--- src/rtl/assert_macros.svh ---
// Assertion macros used by the servo controller sequencer (esc_ctrl).
// Needs a clock named aclk and an active-low reset named aresetn in scope.
`ifndef ASSERT_MACROS_SVH
`define ASSERT_MACROS_SVH

// Checked on every clock edge outside reset.
`define ESC_ASSERT(lbl, prop, msg) \
    lbl: assert property (@(posedge aclk) disable iff (!aresetn) prop) else $error(msg);

// Checked on every clock edge, reset included.
`define ESC_ASSERT_ALWAYS(lbl, prop, msg) \
    lbl: assert property (@(posedge aclk) prop) else $error(msg);

`endif

--- src/rtl/esc_pkg.sv ---
// Package of the encoder servo controller: widths, constants, sequencer codes
// and the command and status types between controller and datapath.
package esc_pkg;

    localparam int DIV_W   = 48;
    localparam int MUL_A_W = 41;
    localparam int MUL_B_W = 18;
    localparam int PROD_W  = MUL_A_W + MUL_B_W;
    localparam int ST_W    = 5;

    localparam logic [DIV_W-1:0]   SPEED_NUM = 48'd92160000000;
    localparam logic [MUL_B_W-1:0] POS_SCALE = 18'd92160;
    localparam logic [23:0]        SPEED_MAX = 24'h7FFFFF;
    localparam logic [23:0]        SPEED_MIN = 24'h800000;

    localparam logic [1:0] OP_EDGE    = 2'd0;
    localparam logic [1:0] OP_FILTER  = 2'd1;
    localparam logic [1:0] OP_CONTROL = 2'd2;

    localparam logic [2:0] REG_TARGET = 3'd0;
    localparam logic [2:0] REG_KI     = 3'd1;
    localparam logic [2:0] REG_KP     = 3'd2;
    localparam logic [2:0] REG_KV     = 3'd3;
    localparam logic [2:0] REG_COEF   = 3'd4;
    localparam logic [2:0] REG_CPR    = 3'd5;
    localparam logic [2:0] REG_LIMIT  = 3'd6;
    localparam logic [2:0] REG_SUPPLY = 3'd7;

    localparam logic [ST_W-1:0] ST_IDLE     = 5'd0;
    localparam logic [ST_W-1:0] ST_DECODE   = 5'd1;
    localparam logic [ST_W-1:0] ST_E_MUL    = 5'd2;
    localparam logic [ST_W-1:0] ST_E_DSTART = 5'd3;
    localparam logic [ST_W-1:0] ST_E_DWAIT  = 5'd4;
    localparam logic [ST_W-1:0] ST_E_FIN    = 5'd5;
    localparam logic [ST_W-1:0] ST_F_MUL    = 5'd6;
    localparam logic [ST_W-1:0] ST_F_FIN    = 5'd7;
    localparam logic [ST_W-1:0] ST_C_PMUL   = 5'd8;
    localparam logic [ST_W-1:0] ST_C_PSTART = 5'd9;
    localparam logic [ST_W-1:0] ST_C_PWAIT  = 5'd10;
    localparam logic [ST_W-1:0] ST_C_POS    = 5'd11;
    localparam logic [ST_W-1:0] ST_C_INT    = 5'd12;
    localparam logic [ST_W-1:0] ST_C_M1     = 5'd13;
    localparam logic [ST_W-1:0] ST_C_M2     = 5'd14;
    localparam logic [ST_W-1:0] ST_C_M3     = 5'd15;
    localparam logic [ST_W-1:0] ST_C_ACC    = 5'd16;
    localparam logic [ST_W-1:0] ST_C_CLAMP  = 5'd17;
    localparam logic [ST_W-1:0] ST_C_DMUL   = 5'd18;
    localparam logic [ST_W-1:0] ST_C_DSTART = 5'd19;
    localparam logic [ST_W-1:0] ST_C_DWAIT  = 5'd20;
    localparam logic [ST_W-1:0] ST_C_OUT    = 5'd21;

    typedef struct packed {
        logic            load;
        logic [ST_W-1:0] step;
    } cmd_t;

    typedef struct packed {
        logic       div_done;
        logic       out_free;
        logic [1:0] op;
    } status_t;

endpackage

--- src/rtl/esc_divider.sv ---
// Restoring unsigned divider, one quotient bit per cycle.
// Depends on esc_pkg for the operand width.
module esc_divider (
    input  logic                      aclk,
    input  logic                      aresetn,
    input  logic                      start,
    input  logic [esc_pkg::DIV_W-1:0] num,
    input  logic [esc_pkg::DIV_W-1:0] den,
    output logic [esc_pkg::DIV_W-1:0] quot,
    output logic                      done
);
    import esc_pkg::*;

    localparam int CNT_W = $clog2(DIV_W + 1);

    logic [DIV_W-1:0] rem_reg, rem_next;
    logic [DIV_W-1:0] quo_reg, quo_next;
    logic [DIV_W-1:0] den_reg;
    logic [CNT_W-1:0] cnt_reg, cnt_next;
    logic             busy_reg, busy_next;
    logic             done_reg, done_next;
    logic [DIV_W:0]   trial;

    assign trial = {rem_reg, quo_reg[DIV_W-1]};

    always_comb begin
        rem_next  = rem_reg;
        quo_next  = quo_reg;
        cnt_next  = cnt_reg;
        busy_next = busy_reg;
        done_next = 1'b0;
        if (start) begin
            rem_next  = '0;
            quo_next  = num;
            cnt_next  = CNT_W'(DIV_W);
            busy_next = 1'b1;
        end else if (busy_reg) begin
            if (trial >= {1'b0, den_reg}) begin
                rem_next = DIV_W'(trial - {1'b0, den_reg});
                quo_next = {quo_reg[DIV_W-2:0], 1'b1};
            end else begin
                rem_next = trial[DIV_W-1:0];
                quo_next = {quo_reg[DIV_W-2:0], 1'b0};
            end
            cnt_next = cnt_reg - 1'b1;
            if (cnt_reg == CNT_W'(1)) begin
                busy_next = 1'b0;
                done_next = 1'b1;
            end
        end
    end

    always_ff @(posedge aclk) begin
        if (!aresetn) begin
            busy_reg <= 1'b0;
            done_reg <= 1'b0;
            cnt_reg  <= '0;
        end else begin
            busy_reg <= busy_next;
            done_reg <= done_next;
            cnt_reg  <= cnt_next;
        end
    end

    always_ff @(posedge aclk) begin
        rem_reg <= rem_next;
        quo_reg <= quo_next;
        if (start) begin
            den_reg <= den;
        end
    end

    assign quot = quo_reg;
    assign done = done_reg;

endmodule

--- src/rtl/esc_ctrl.sv ---
// Sequencer of the servo controller: steps each request through the datapath.
// Depends on esc_pkg and assert_macros.svh.
`include "assert_macros.svh"
module esc_ctrl (
    input  logic             aclk,
    input  logic             aresetn,
    input  logic             s_tvalid,
    output logic             s_tready,
    input  esc_pkg::status_t status,
    output esc_pkg::cmd_t    cmd
);
    import esc_pkg::*;

    logic [ST_W-1:0] state_reg, state_next;

    always_comb begin
        state_next = state_reg;
        case (state_reg)
            ST_IDLE:     if (s_tvalid) state_next = ST_DECODE;
            ST_DECODE: begin
                case (status.op)
                    OP_EDGE:    state_next = ST_E_MUL;
                    OP_FILTER:  state_next = ST_F_MUL;
                    OP_CONTROL: state_next = ST_C_PMUL;
                    default:    state_next = ST_IDLE;
                endcase
            end
            ST_E_MUL:    state_next = ST_E_DSTART;
            ST_E_DSTART: state_next = ST_E_DWAIT;
            ST_E_DWAIT:  if (status.div_done) state_next = ST_E_FIN;
            ST_E_FIN:    state_next = ST_IDLE;
            ST_F_MUL:    state_next = ST_F_FIN;
            ST_F_FIN:    state_next = ST_IDLE;
            ST_C_PMUL:   state_next = ST_C_PSTART;
            ST_C_PSTART: state_next = ST_C_PWAIT;
            ST_C_PWAIT:  if (status.div_done) state_next = ST_C_POS;
            ST_C_POS:    state_next = ST_C_INT;
            ST_C_INT:    state_next = ST_C_M1;
            ST_C_M1:     state_next = ST_C_M2;
            ST_C_M2:     state_next = ST_C_M3;
            ST_C_M3:     state_next = ST_C_ACC;
            ST_C_ACC:    state_next = ST_C_CLAMP;
            ST_C_CLAMP:  state_next = ST_C_DMUL;
            ST_C_DMUL:   state_next = ST_C_DSTART;
            ST_C_DSTART: state_next = ST_C_DWAIT;
            ST_C_DWAIT:  if (status.div_done) state_next = ST_C_OUT;
            ST_C_OUT:    if (status.out_free) state_next = ST_IDLE;
            default:     state_next = ST_IDLE;
        endcase
    end

    always_ff @(posedge aclk) begin
        if (!aresetn) begin
            state_reg <= ST_IDLE;
        end else begin
            state_reg <= state_next;
        end
    end

    assign s_tready = (state_reg == ST_IDLE);
    assign cmd.load = s_tvalid && (state_reg == ST_IDLE);
    assign cmd.step = state_reg;

    `ESC_ASSERT(a_load_decode, cmd.load |=> state_reg == ST_DECODE, "request not decoded")
    `ESC_ASSERT(a_done_in_wait, status.div_done |-> (state_reg == ST_E_DWAIT ||
        state_reg == ST_C_PWAIT || state_reg == ST_C_DWAIT), "divider result unexpected")
    `ESC_ASSERT(a_out_leaves, (state_reg == ST_C_OUT && status.out_free) |=>
        state_reg == ST_IDLE, "result slot free but sequencer stuck")
    `ESC_ASSERT_ALWAYS(a_reset_idle, !aresetn |=> state_reg == ST_IDLE,
        "sequencer not idle after reset")

endmodule

--- src/rtl/esc_datapath.sv ---
// Datapath of the servo controller: registers, shared multiplier, divider and
// the result register. Depends on esc_pkg and esc_divider.
module esc_datapath #(
    parameter int unsigned DUTY_FULL_SCALE = 1024
) (
    input  logic             aclk,
    input  logic             aresetn,
    input  esc_pkg::cmd_t    cmd,
    output esc_pkg::status_t status,
    input  logic [1:0]       s_tuser,
    input  logic [39:0]      s_tdata,
    input  logic             cfg_we,
    input  logic [2:0]       cfg_index,
    input  logic [23:0]      cfg_data,
    output logic             m_tvalid,
    input  logic             m_tready,
    output logic [87:0]      m_tdata
);
    import esc_pkg::*;

    localparam logic [10:0]        FULL_FIELD = 11'(DUTY_FULL_SCALE);
    localparam logic [MUL_B_W-1:0] FULL_MUL   = MUL_B_W'(DUTY_FULL_SCALE);

    logic [23:0] target_reg;
    logic [15:0] ki_reg, kp_reg, kv_reg, coef_reg, cpr_reg, lim_reg, vsup_reg;

    logic [1:0]  op_reg;
    logic [31:0] time_reg;
    logic        dir_reg;

    logic [31:0] last_time_reg, last_time_next;
    logic [31:0] cnt_reg, cnt_next;
    logic [23:0] spd1_reg, spd1_next, spd2_reg, spd2_next;
    logic [23:0] med_reg, med_next, smooth_reg, smooth_next;
    logic [39:0] ei_reg, ei_next;

    logic signed [PROD_W-1:0] prod_reg, acc_reg, acc_next;
    logic [23:0]              pos_reg, pos_next;
    logic [15:0]              u_reg, u_next;

    logic        out_valid_reg;
    logic [87:0] out_data_reg;

    logic signed [MUL_A_W-1:0] mul_a;
    logic signed [MUL_B_W-1:0] mul_b;
    logic                      mul_en;
    logic [15:0]               cpr_eff, v_eff;
    logic [31:0]               period;

    logic             div_start, div_done;
    logic [DIV_W-1:0] div_num, div_den, div_quot;

    logic        out_free, out_load;
    logic [23:0] mag, speed;
    logic signed [25:0] f_sum;
    logic signed [41:0] i_sum;
    logic signed [PROD_W-1:0] sh, lim_w, t1;
    logic signed [17:0] dnum;
    logic [10:0] duty;

    function automatic logic [23:0] mid3(input logic [23:0] a, input logic [23:0] b,
                                         input logic [23:0] c);
        logic [23:0] lo, hi, m;
        lo = ($signed(a) < $signed(b)) ? a : b;
        hi = ($signed(a) < $signed(b)) ? b : a;
        m  = ($signed(hi) < $signed(c)) ? hi : c;
        return ($signed(lo) > $signed(m)) ? lo : m;
    endfunction

    assign cpr_eff = (cpr_reg == '0) ? 16'd1 : cpr_reg;
    assign v_eff   = (vsup_reg == '0) ? 16'd1 : vsup_reg;
    assign period  = time_reg - last_time_reg;

    always_comb begin
        mul_a  = '0;
        mul_b  = '0;
        mul_en = 1'b1;
        dnum   = '0;
        case (cmd.step)
            ST_E_MUL: begin
                mul_a = $signed(MUL_A_W'(period));
                mul_b = $signed(MUL_B_W'(cpr_eff));
            end
            ST_F_MUL: begin
                mul_a = MUL_A_W'($signed(med_reg)) - MUL_A_W'($signed(smooth_reg));
                mul_b = $signed(MUL_B_W'(coef_reg));
            end
            ST_C_PMUL: begin
                mul_a = MUL_A_W'($signed(cnt_reg));
                mul_b = $signed(POS_SCALE);
            end
            ST_C_M1: begin
                mul_a = MUL_A_W'($signed(ei_reg));
                mul_b = $signed(MUL_B_W'(ki_reg));
            end
            ST_C_M2: begin
                mul_a = MUL_A_W'($signed(pos_reg));
                mul_b = $signed(MUL_B_W'(kp_reg));
            end
            ST_C_M3: begin
                mul_a = MUL_A_W'($signed(smooth_reg));
                mul_b = $signed(MUL_B_W'(kv_reg));
            end
            ST_C_DMUL: begin
                if (u_reg[15]) begin
                    dnum = $signed(18'(v_eff)) + 18'($signed(u_reg));
                end else begin
                    dnum = $signed(18'(v_eff)) - 18'($signed(u_reg));
                end
                mul_a = (dnum > 0) ? MUL_A_W'(dnum) : '0;
                mul_b = $signed(FULL_MUL);
            end
            default: mul_en = 1'b0;
        endcase
    end

    always_comb begin
        div_start = 1'b0;
        div_num   = SPEED_NUM;
        div_den   = prod_reg[DIV_W-1:0];
        case (cmd.step)
            ST_E_DSTART: div_start = 1'b1;
            ST_C_PSTART: begin
                div_start = 1'b1;
                div_num   = prod_reg[PROD_W-1] ? DIV_W'(-prod_reg) : prod_reg[DIV_W-1:0];
                div_den   = DIV_W'(cpr_eff);
            end
            ST_C_DSTART: begin
                div_start = 1'b1;
                div_num   = prod_reg[DIV_W-1:0];
                div_den   = DIV_W'(v_eff);
            end
            default: div_start = 1'b0;
        endcase
    end

    esc_divider u_div (
        .aclk    (aclk),
        .aresetn (aresetn),
        .start   (div_start),
        .num     (div_num),
        .den     (div_den),
        .quot    (div_quot),
        .done    (div_done)
    );

    assign out_free = !out_valid_reg || m_tready;
    assign out_load = (cmd.step == ST_C_OUT) && out_free;
    assign duty     = div_quot[10:0];

    always_comb begin
        last_time_next = last_time_reg;
        cnt_next       = cnt_reg;
        spd1_next      = spd1_reg;
        spd2_next      = spd2_reg;
        med_next       = med_reg;
        smooth_next    = smooth_reg;
        ei_next        = ei_reg;
        acc_next       = acc_reg;
        pos_next       = pos_reg;
        u_next         = u_reg;
        mag   = ((prod_reg == '0) || (div_quot >= DIV_W'(SPEED_MAX))) ? SPEED_MAX
                                                                      : div_quot[23:0];
        speed = dir_reg ? mag : 24'(-mag);
        f_sum = 26'($signed(smooth_reg)) + 26'(prod_reg >>> 16);
        i_sum = 42'($signed(ei_reg)) + 42'($signed(target_reg)) - 42'($signed(pos_reg));
        sh    = acc_reg >>> 12;
        lim_w = $signed(PROD_W'(lim_reg));
        t1    = sh;
        case (cmd.step)
            ST_E_FIN: begin
                last_time_next = time_reg;
                cnt_next       = dir_reg ? cnt_reg + 32'd1 : cnt_reg - 32'd1;
                med_next       = mid3(speed, spd1_reg, spd2_reg);
                spd2_next      = spd1_reg;
                spd1_next      = speed;
            end
            ST_F_FIN: begin
                if (f_sum > 26'sd8388607) begin
                    smooth_next = SPEED_MAX;
                end else if (f_sum < -26'sd8388608) begin
                    smooth_next = SPEED_MIN;
                end else begin
                    smooth_next = f_sum[23:0];
                end
            end
            ST_C_POS: begin
                if (!prod_reg[PROD_W-1]) begin
                    pos_next = (div_quot > DIV_W'(SPEED_MAX)) ? SPEED_MAX : div_quot[23:0];
                end else begin
                    pos_next = (div_quot > DIV_W'(SPEED_MIN)) ? SPEED_MIN
                                                                : 24'(-div_quot[23:0]);
                end
            end
            ST_C_INT: begin
                if (i_sum > 42'sd549755813887) begin
                    ei_next = 40'h7FFFFFFFFF;
                end else if (i_sum < -42'sd549755813888) begin
                    ei_next = 40'h8000000000;
                end else begin
                    ei_next = i_sum[39:0];
                end
            end
            ST_C_M2:  acc_next = prod_reg;
            ST_C_M3:  acc_next = acc_reg - prod_reg;
            ST_C_ACC: acc_next = acc_reg - prod_reg;
            ST_C_CLAMP: begin
                if (sh > lim_w) begin
                    t1 = lim_w;
                end else if (sh < -lim_w) begin
                    t1 = -lim_w;
                end
                if (t1 > 32767) begin
                    u_next = 16'h7FFF;
                end else if (t1 < -32768) begin
                    u_next = 16'h8000;
                end else begin
                    u_next = t1[15:0];
                end
            end
            default: u_next = u_reg;
        endcase
    end

    always_ff @(posedge aclk) begin
        if (!aresetn) begin
            target_reg    <= 24'd25600;
            ki_reg        <= 16'd2222;
            kp_reg        <= 16'd9883;
            kv_reg        <= 16'd1940;
            coef_reg      <= 16'd13107;
            cpr_reg       <= 16'd1280;
            lim_reg       <= 16'd12288;
            vsup_reg      <= 16'd20480;
            last_time_reg <= '0;
            cnt_reg       <= '0;
            spd1_reg      <= '0;
            spd2_reg      <= '0;
            med_reg       <= '0;
            smooth_reg    <= '0;
            ei_reg        <= '0;
            out_valid_reg <= 1'b0;
        end else begin
            if (cfg_we) begin
                case (cfg_index)
                    REG_TARGET: target_reg <= cfg_data;
                    REG_KI:     ki_reg     <= cfg_data[15:0];
                    REG_KP:     kp_reg     <= cfg_data[15:0];
                    REG_KV:     kv_reg     <= cfg_data[15:0];
                    REG_COEF:   coef_reg   <= cfg_data[15:0];
                    REG_CPR:    cpr_reg    <= cfg_data[15:0];
                    REG_LIMIT:  lim_reg    <= cfg_data[15:0];
                    REG_SUPPLY: vsup_reg   <= cfg_data[15:0];
                    default:    target_reg <= target_reg;
                endcase
            end
            last_time_reg <= last_time_next;
            cnt_reg       <= cnt_next;
            spd1_reg      <= spd1_next;
            spd2_reg      <= spd2_next;
            med_reg       <= med_next;
            smooth_reg    <= smooth_next;
            ei_reg        <= ei_next;
            if (out_load) begin
                out_valid_reg <= 1'b1;
            end else if (m_tready) begin
                out_valid_reg <= 1'b0;
            end
        end
    end

    always_ff @(posedge aclk) begin
        if (cmd.load) begin
            op_reg   <= s_tuser;
            time_reg <= s_tdata[31:0];
            dir_reg  <= s_tdata[32];
        end
        if (mul_en) begin
            prod_reg <= mul_a * mul_b;
        end
        acc_reg <= acc_next;
        pos_reg <= pos_next;
        u_reg   <= u_next;
        if (out_load) begin
            out_data_reg <= {2'b00, smooth_reg, pos_reg, u_reg,
                             u_reg[15] ? FULL_FIELD : duty,
                             u_reg[15] ? duty : FULL_FIELD};
        end
    end

    assign status.div_done = div_done;
    assign status.out_free = out_free;
    assign status.op       = op_reg;
    assign m_tvalid        = out_valid_reg;
    assign m_tdata         = out_data_reg;

endmodule

--- src/rtl/encoder_servo_controller.sv ---
// Top level of the encoder servo controller: sequencer plus datapath.
// Depends on esc_pkg, esc_ctrl, esc_datapath and esc_divider.
//
//   Channel   Direction   Contents
//   s_        in          operation in tuser; edge time and direction in tdata
//   m_        out         duties, drive value, position, filtered speed
//   cfg_      in          register writes, one per clock
//
// An edge request makes one pass through the divider and a filter tick none;
// a control tick makes two passes, one for the position and one for the duty.
// One request is worked on at a time; s_tready is high only while idle.
// A control result waits in the output register; a stalled output holds the
// sequencer in its last step. Reset is synchronous and needs no clearing pass.
module encoder_servo_controller #(
    parameter int unsigned DUTY_FULL_SCALE = 1024
) (
    input  logic        aclk,
    input  logic        aresetn,
    input  logic        s_tvalid,
    output logic        s_tready,
    input  logic [1:0]  s_tuser,   // operation
    input  logic [39:0] s_tdata,   // edge_time_us, direction, zero fill
    output logic        m_tvalid,
    input  logic        m_tready,
    output logic [87:0] m_tdata,   // duty_forward, duty_reverse, drive_value,
                                   // position, filtered_speed, zero fill
    input  logic        cfg_we,
    input  logic [2:0]  cfg_index,
    input  logic [23:0] cfg_data
);
    import esc_pkg::*;

    cmd_t    cmd;
    status_t status;

    esc_ctrl u_ctrl (
        .aclk     (aclk),
        .aresetn  (aresetn),
        .s_tvalid (s_tvalid),
        .s_tready (s_tready),
        .status   (status),
        .cmd      (cmd)
    );

    esc_datapath #(
        .DUTY_FULL_SCALE (DUTY_FULL_SCALE)
    ) u_dp (
        .aclk      (aclk),
        .aresetn   (aresetn),
        .cmd       (cmd),
        .status    (status),
        .s_tuser   (s_tuser),
        .s_tdata   (s_tdata),
        .cfg_we    (cfg_we),
        .cfg_index (cfg_index),
        .cfg_data  (cfg_data),
        .m_tvalid  (m_tvalid),
        .m_tready  (m_tready),
        .m_tdata   (m_tdata)
    );

endmodule

--- config.mk ---
export PLATFORM = sky130hd
export DESIGN_NAME = encoder_servo_controller
export DESIGN_NICKNAME = d
export VERILOG_FILES = /design/src/rtl/esc_pkg.sv /design/src/rtl/esc_divider.sv /design/src/rtl/esc_ctrl.sv /design/src/rtl/esc_datapath.sv /design/src/rtl/encoder_servo_controller.sv
export VERILOG_INCLUDE_DIRS = /design/src /design/src/rtl
export SDC_FILE = /design/constraint.sdc
export NUM_CORES = 2
export LEC_CHECK = 0
export CAP_MARGIN = 40
export CORE_MARGIN = 1
export CORE_UTILIZATION = 51
export DETAILED_ROUTE_END_ITERATION = 10
export DONT_BUFFER_PORTS = 1
export PLACE_DENSITY = 0.69
export SLEW_MARGIN = 30
export SYNTH_ARGS = -nofsm -noshare
export SYNTH_HDL_FRONTEND = slang
export SYNTH_SLANG_ARGS = --single-unit
--- constraint.sdc ---
create_clock -name aclk -period 10.1 [get_ports aclk]
set_clock_uncertainty 0.05 [all_clocks]
set_input_delay 1.515 -clock aclk [delete_from_list [all_inputs] [get_ports aclk]]
set_output_delay 1.515 -clock aclk [all_outputs]
set_load 0.02 [all_outputs]
==> Yosys cells after proc, flatten, opt, wreduce, memory -nomap -nowiden <==
Cells that the tools add are included.
{ "classes": {"add_sub_neg": 16, "multipliers": 1, "n_lt_le_gt_ge": 16, "n_eq_ne": 36, "n_mux": 50, "bitwise_logic": 2, "reduce_logical": 28} }
{ "op_table": {"columns": ["op", "n"], "rows": [
  ["$pmux W41 S7", 1],
  ["$mux W24", 11],
  ["$mux W48", 4],
  ["$pmux W48 S2", 2],
  ["$mux W59", 3],
  ["$pmux W17 S7", 1],
  ["$pmux W59 S2", 1],
  ["$pmux W5 S20", 1],
  ["$mux W40", 2],
  ["$gt A59 B16 Y1 const B", 1],
  ["$logic_not A59 Y1", 1],
  ["$lt A47 B59 Y1", 1],
  ["$lt A59 B16 Y1 const B", 1],
  ["$mul A41 B18 Y59", 1],
  ["$neg A16 Y59", 1],
  ["$sub A59 B59 Y59", 1],
  ["$ge A49 B48 Y1", 1],
  ["$ge A48 B23 Y1 const B", 1],
  ["$gt A48 B23 Y1 const B", 1],
  ["$gt A48 B24 Y1 const B", 1],
  ["$lt A24 B24 Y1", 2],
  ["$mux W16", 3],
  ["$neg A24 Y24", 2],
  ["$neg A48 Y48", 1],
  ["other kinds (52)", 104]
]} }
{ "totals": {"reg_bits": 773, "input_bits": 74, "output_inout_bits": 90, "wordCells": 183} }

==> Longest topological paths before layout <==
{ "depth": {"word_depth": 11, "ltp_mapped": 56, "depth_no_buf": 51} }

==> Modules after synthesis <==
A second synthesis with hierarchy kept.
{ "hier_totals": {"cells_unflattened": 9067, "area_unflattened_um2": 76966.3} }
{ "modules_own_cells": {"columns": ["mod", "n_inst", "cells_each", "area_per_inst_um2", "seq_area_each_um2"], "rows": [
  ["esc_datapath", 1, 8098, 67388.4, 15124.5],
  ["esc_divider", 1, 916, 9166.3, 4003.8],
  ["esc_ctrl", 1, 53, 411.6, 100.1]
]} }

==> Worst setup path after synthesis <==
Ideal clock, no wire load.
{ "synth_timing": {"path_type": "reg2reg", "start": "register u_dp.u_div.quo_reg[41], in the netlist u_dp.u_div.quot[41]", "end": "register u_dp.med_reg[17]", "setup_ns": 0.129, "arrival_ns": 10.567, "t_required_ns": 9.921, "setup_slack_ns": -0.647, "stages_incl_launch_ff": 51, "path_buffers": 5, "synth_period_minus_slack_ns": 10.747, "path_cell_list": "edfxtp_1 nor4_1 nand4_1 or3_1 a41o_1 or2_2 buf_2 nor2_1 ha_1 nor3b_1 nand2_1 nor2_1 nand3_1 nor2_1 a211oi_1 a31oi_1 o21a_1 inv_1 [15 not listed] or4_1 a221oi_1 a22o_1 buf_2 buf_6 mux2i_1 ha_1 nor2b_1 o21a_1 o21a_1 o21ai_0 a221oi_1 or3_1 mux2_2 and3_1 mux2_2 a221oi_1 a31oi_1"} }
{ "synth_between": {"elab_chain_len": 11, "elab_cells_between_ends": 12, "classes_between": "1 x add/sub; 4 x order compare; 6 x mux; 1 x reduce/logical"} }
{ "synth_rtl": {"columns": ["element", "line", "rtl"], "rows": [
  ["from (decl)", "esc_divider.sv:17", "logic [DIV_W-1:0] quo_reg, quo_next;"],
  ["from (signal assigned)", "esc_divider.sv:67", "quo_reg <= quo_next;"],
  ["$ge A48 B23 Y1 *", "esc_datapath.sv:162", "mag = ((prod_reg == '0) || (div_quot >= DIV_W'(SPEED_MAX))) ? SPEED_MAX"],
  ["$logic_or A1 B1 Y1 *", "esc_datapath.sv:162", null],
  ["$mux W24 *", "esc_datapath.sv:162", null],
  ["$neg A24 Y24", "esc_datapath.sv:164", "speed = dir_reg ? mag : 24'(-mag);"],
  ["$mux W24 *", "esc_datapath.sv:164", null],
  ["named net u_dp.speed[22]", "esc_datapath.sv:54", "logic [23:0] mag, speed;"],
  ["$lt A24 B24 Y1", "esc_datapath.sv:64, esc_datapath.sv:65", null],
  ["$mux W24", "esc_datapath.sv:65", "hi = ($signed(a) < $signed(b)) ? b : a;"],
  ["$lt A24 B24 Y1", "esc_datapath.sv:66", "m = ($signed(hi) < $signed(c)) ? hi : c;"],
  ["$mux W24", "esc_datapath.sv:66", null],
  ["$gt A24 B24 Y1", "esc_datapath.sv:67", "return ($signed(lo) > $signed(m)) ? lo : m;"],
  ["$mux W24 *", "esc_datapath.sv:67", null],
  ["to (signal assigned)", "esc_datapath.sv:261", "med_reg <= med_next;"],
  ["to (decl)", "esc_datapath.sv:34", "logic [23:0] med_reg, med_next, smooth_reg, smooth_next;"]
]} }
The timed path passes the listed nets; every way through them passes the cells marked *.
A chain may end at the register's enable or synchronous reset.

==> Worst setup path after layout <==
{ "layout_timing": {"start": "register u_dp.u_div.quo_reg[33], in the netlist u_dp.u_div.quot[33]", "end": "register u_dp.med_reg[17]"} }
Same word-level chain as after synthesis.

==> impl_metrics.toml <==
[placement]
gp_congestion = 1.02
hpwl_um = 216000
dp_slack_ps = -826
io_buffers = 0

[setup_path]
slowest_delay_ps = 490
cp-end-kind = "register"
reg2regPathDepth = 48
cp.arrival_ps = 10940
reg2reg_slack_ps = -270
path_max_fanout = 7
critPathSlowestCell = "or3_4"
cpMostUsedCell = "a21oi_2"
startpoint_type = "register"
crit_required_ps = 10670
critical_path_class = "register to register"

[timing]
fin_setup_tns_ps = -1420
hold_viol_final = 0
finalMaxSlewViolations = 0
setup_viol_count_final = 11
layout_setup_ws_ps = -270
min_period_ps = 10370
period_share = 1.03
fmax_ghz = 0.0964
worst_slew_pin_slew_ps = 943
maxSlewHeadroom = 0.371
rsz0062_at_grt = "yes"

[pwr]
seq_power_share = 0.241
internal_power_w = 0.0100
p_sw_frac = 0.428
p_total_w = 0.0175
p_leak_nw = 39.7
power_frac_clock = 0.211
p_switching_w = 0.00748
comb_power_share = 0.548
power_density_mw_per_mm2 = 194
ir_drop_uv = 218

[hold_path]
holdPathStages = 2
hold_path.class = "register to register"

[layout]
layout_commonest_cell = "nand2_1"
nets = 10871
drive_gt1_frac = 0.158
areaGrowthSynthToFinish_pct = 18.6
fin_util = 0.609
fill_cells = 12729
largest_register_ffs = 86
final_cell_mix = "nand2_1, inv_1, buf_4, a21oi_1, fa_1"

[detailed_routing]
vias = 69318
dr.pass1.iters = 6
viasPerCell = 6.00
antenna_left = 0
route.detailed.drc = 0
drt-total-wl_um = 276000
drt_iter0_markers = 6849
wire_per_inst_um = 23.9

[synthesis]
ys_seq_area_frac = 0.254
ys_seq_elements = 773
yosysUniqueCellTypes = 96
synthCells = 8954
synth.top_cells.by_area = "fa_1, edfxtp_1, dfxtp_1"
synth_edf_count = 375
synth_flop_cell = "dfxtp_1"
synth_top_area_frac = 0.183
syn_area_mm2 = 0.0758
async_flop_share = 0
ys_warn_count = 0
synth_top_area_cell = "fa_1"
syn_area_per_cell_um2 = 8.47

[clock_network]
clkSinkCount = 773
insertion_delay_ps = 750
max-clock-path-buffers = 3
cts_htree_levels = 3
clockRootBuffer = "clkbuf_16"
cts_hold_buf = 0
cts_tree = "done"
cts_buffers = 92
clk_pin_slew_ps = 60

[floorplan]
start_util = 0.514
dieArea_mm2 = 0.150
fp.dieH_um = 388
io_pins = 164
die-width_um = 388
rows = 141
coreArea_mm2 = 0.148

[grt]
use_met2 = 0.550
grt_use_met3 = 0.0757
grt_use_total = 0.357
grt_overflow = 0
grt_pass1_wl_um = 407000
first_global_vias = 66931
grt_use_met1 = 0.464
grt_max_degree = 110
grt_antenna_before_repair = 18
grt_busiest_layer = "met2"

[outcome]
violations = "negative setup slack"
status = "finished, violations left"

[run]
maxCapViolCount = 0
worst max-delay path, delay by kind of cell, from the launching register on:
kind / cells / cell delay (ps)
and+or+nand+nor: 18 / 3880
muxes: 4 / 1180
DFF: 1 / 410
xor gates and xnor gates: 1 / 190
AOI/OAI and AO/OA: 15 / 2630
buffers and inverters: 6 / 910
adders and majority gates: 4 / 920
per-layer routing:
| metal | vias to the layer above | wire length [µm] | share of wire |
|---|---|---|---|
| met3 | 704 | 26000 | 0.094 |
| li1 | 31589 | - | - |
| met4 | 14 | 18500 | 0.067 |
| met1 | 33906 | 109000 | 0.40 |
| met5 | - | 153 | 0.00055 |
| met2 | 3105 | 122000 | 0.44 |
cells by family (layout without fill, tap and decap cells):
kind of cell | Yosys count | after routing | share of synthesized area
fa+ha+maj | 1253 | 1253 | 0.275
mux | 94 | 94 | 0.0129
other cells | 1 | 7 | 0.0000494
simple gates | 2750 | 2750 | 0.164
flops | 773 | 773 | 0.254
xor+xnor | 308 | 308 | 0.0356
compound gates | 2155 | 2155 | 0.178
buf+inv | 1620 | 2287 | 0.0810
power groups by stage:
stage	Combinational (W)	Sequential, W	Clock [W]
3_3_place_gp	0.00819	0.00424	0
5_1_grt	0.0102	0.00425	0.00383
3_5_place_dp	0.00831	0.00426	0
6_report	0.00958	0.00421	0.00368
4_1_cts	0.00888	0.00420	0.00372
2_1_floorplan	0.00511	0.00421	0
synth_stat cells, drive strengths merged (112+ instances only):
library cell,n
a21o,187
a21oi,767
clkbuf,378
dfxtp,398
edfxtp,375
fa,692
ha,561
inv,1192
nand2,1208
nand3,197
nor2,594
nor2b,112
nor3,139
o21ai,494
xnor2,188
xor2,120
final cells by class:
type,count,area (µm²),share of cell area
Timing Repair Buffer,921,7730,0.0859
Clock buffer,115,2530,0.0282
Multi-Input combinational cell,6562,52800,0.586
Sequential cell,773,19200,0.214
Tap cell,1930,2410,0.0268
Antenna cell,5,12.5,0.000139
Clock inverter,57,798,0.00887
Inverter,1194,4490,0.0499
path summary, 6_finish.rpt:
check                                   endpoint           startpoint
worst min-delay path            u_dp.spd2_reg[4]     u_dp.spd1_reg[4]
worst max-delay path            u_dp.med_reg[17]  u_dp.u_div.quot[33]
worst min register to register  u_dp.spd2_reg[4]     u_dp.spd1_reg[4]
worst max register to register  u_dp.med_reg[17]  u_dp.u_div.quot[33]
per-stage QoR:
stage                     std cells  hold WS (ps)  cell area, µm²
final                         11557           402           90000
after global routing          11552           420           90000
after CTS                     11490           403           87900
after detailed placement      11257           395           83300
after global placement        11240           388           83100
after floorplan                8955           374           75900
what timing repair did:
item,4_1_cts,5_1_grt
endpoints found under the setup margin,45,55
gates cloned,4,7
pin swaps,63,243
buffers inserted,58,52
gates resized for setup,148,314
(Power assumes the default switching activity.)
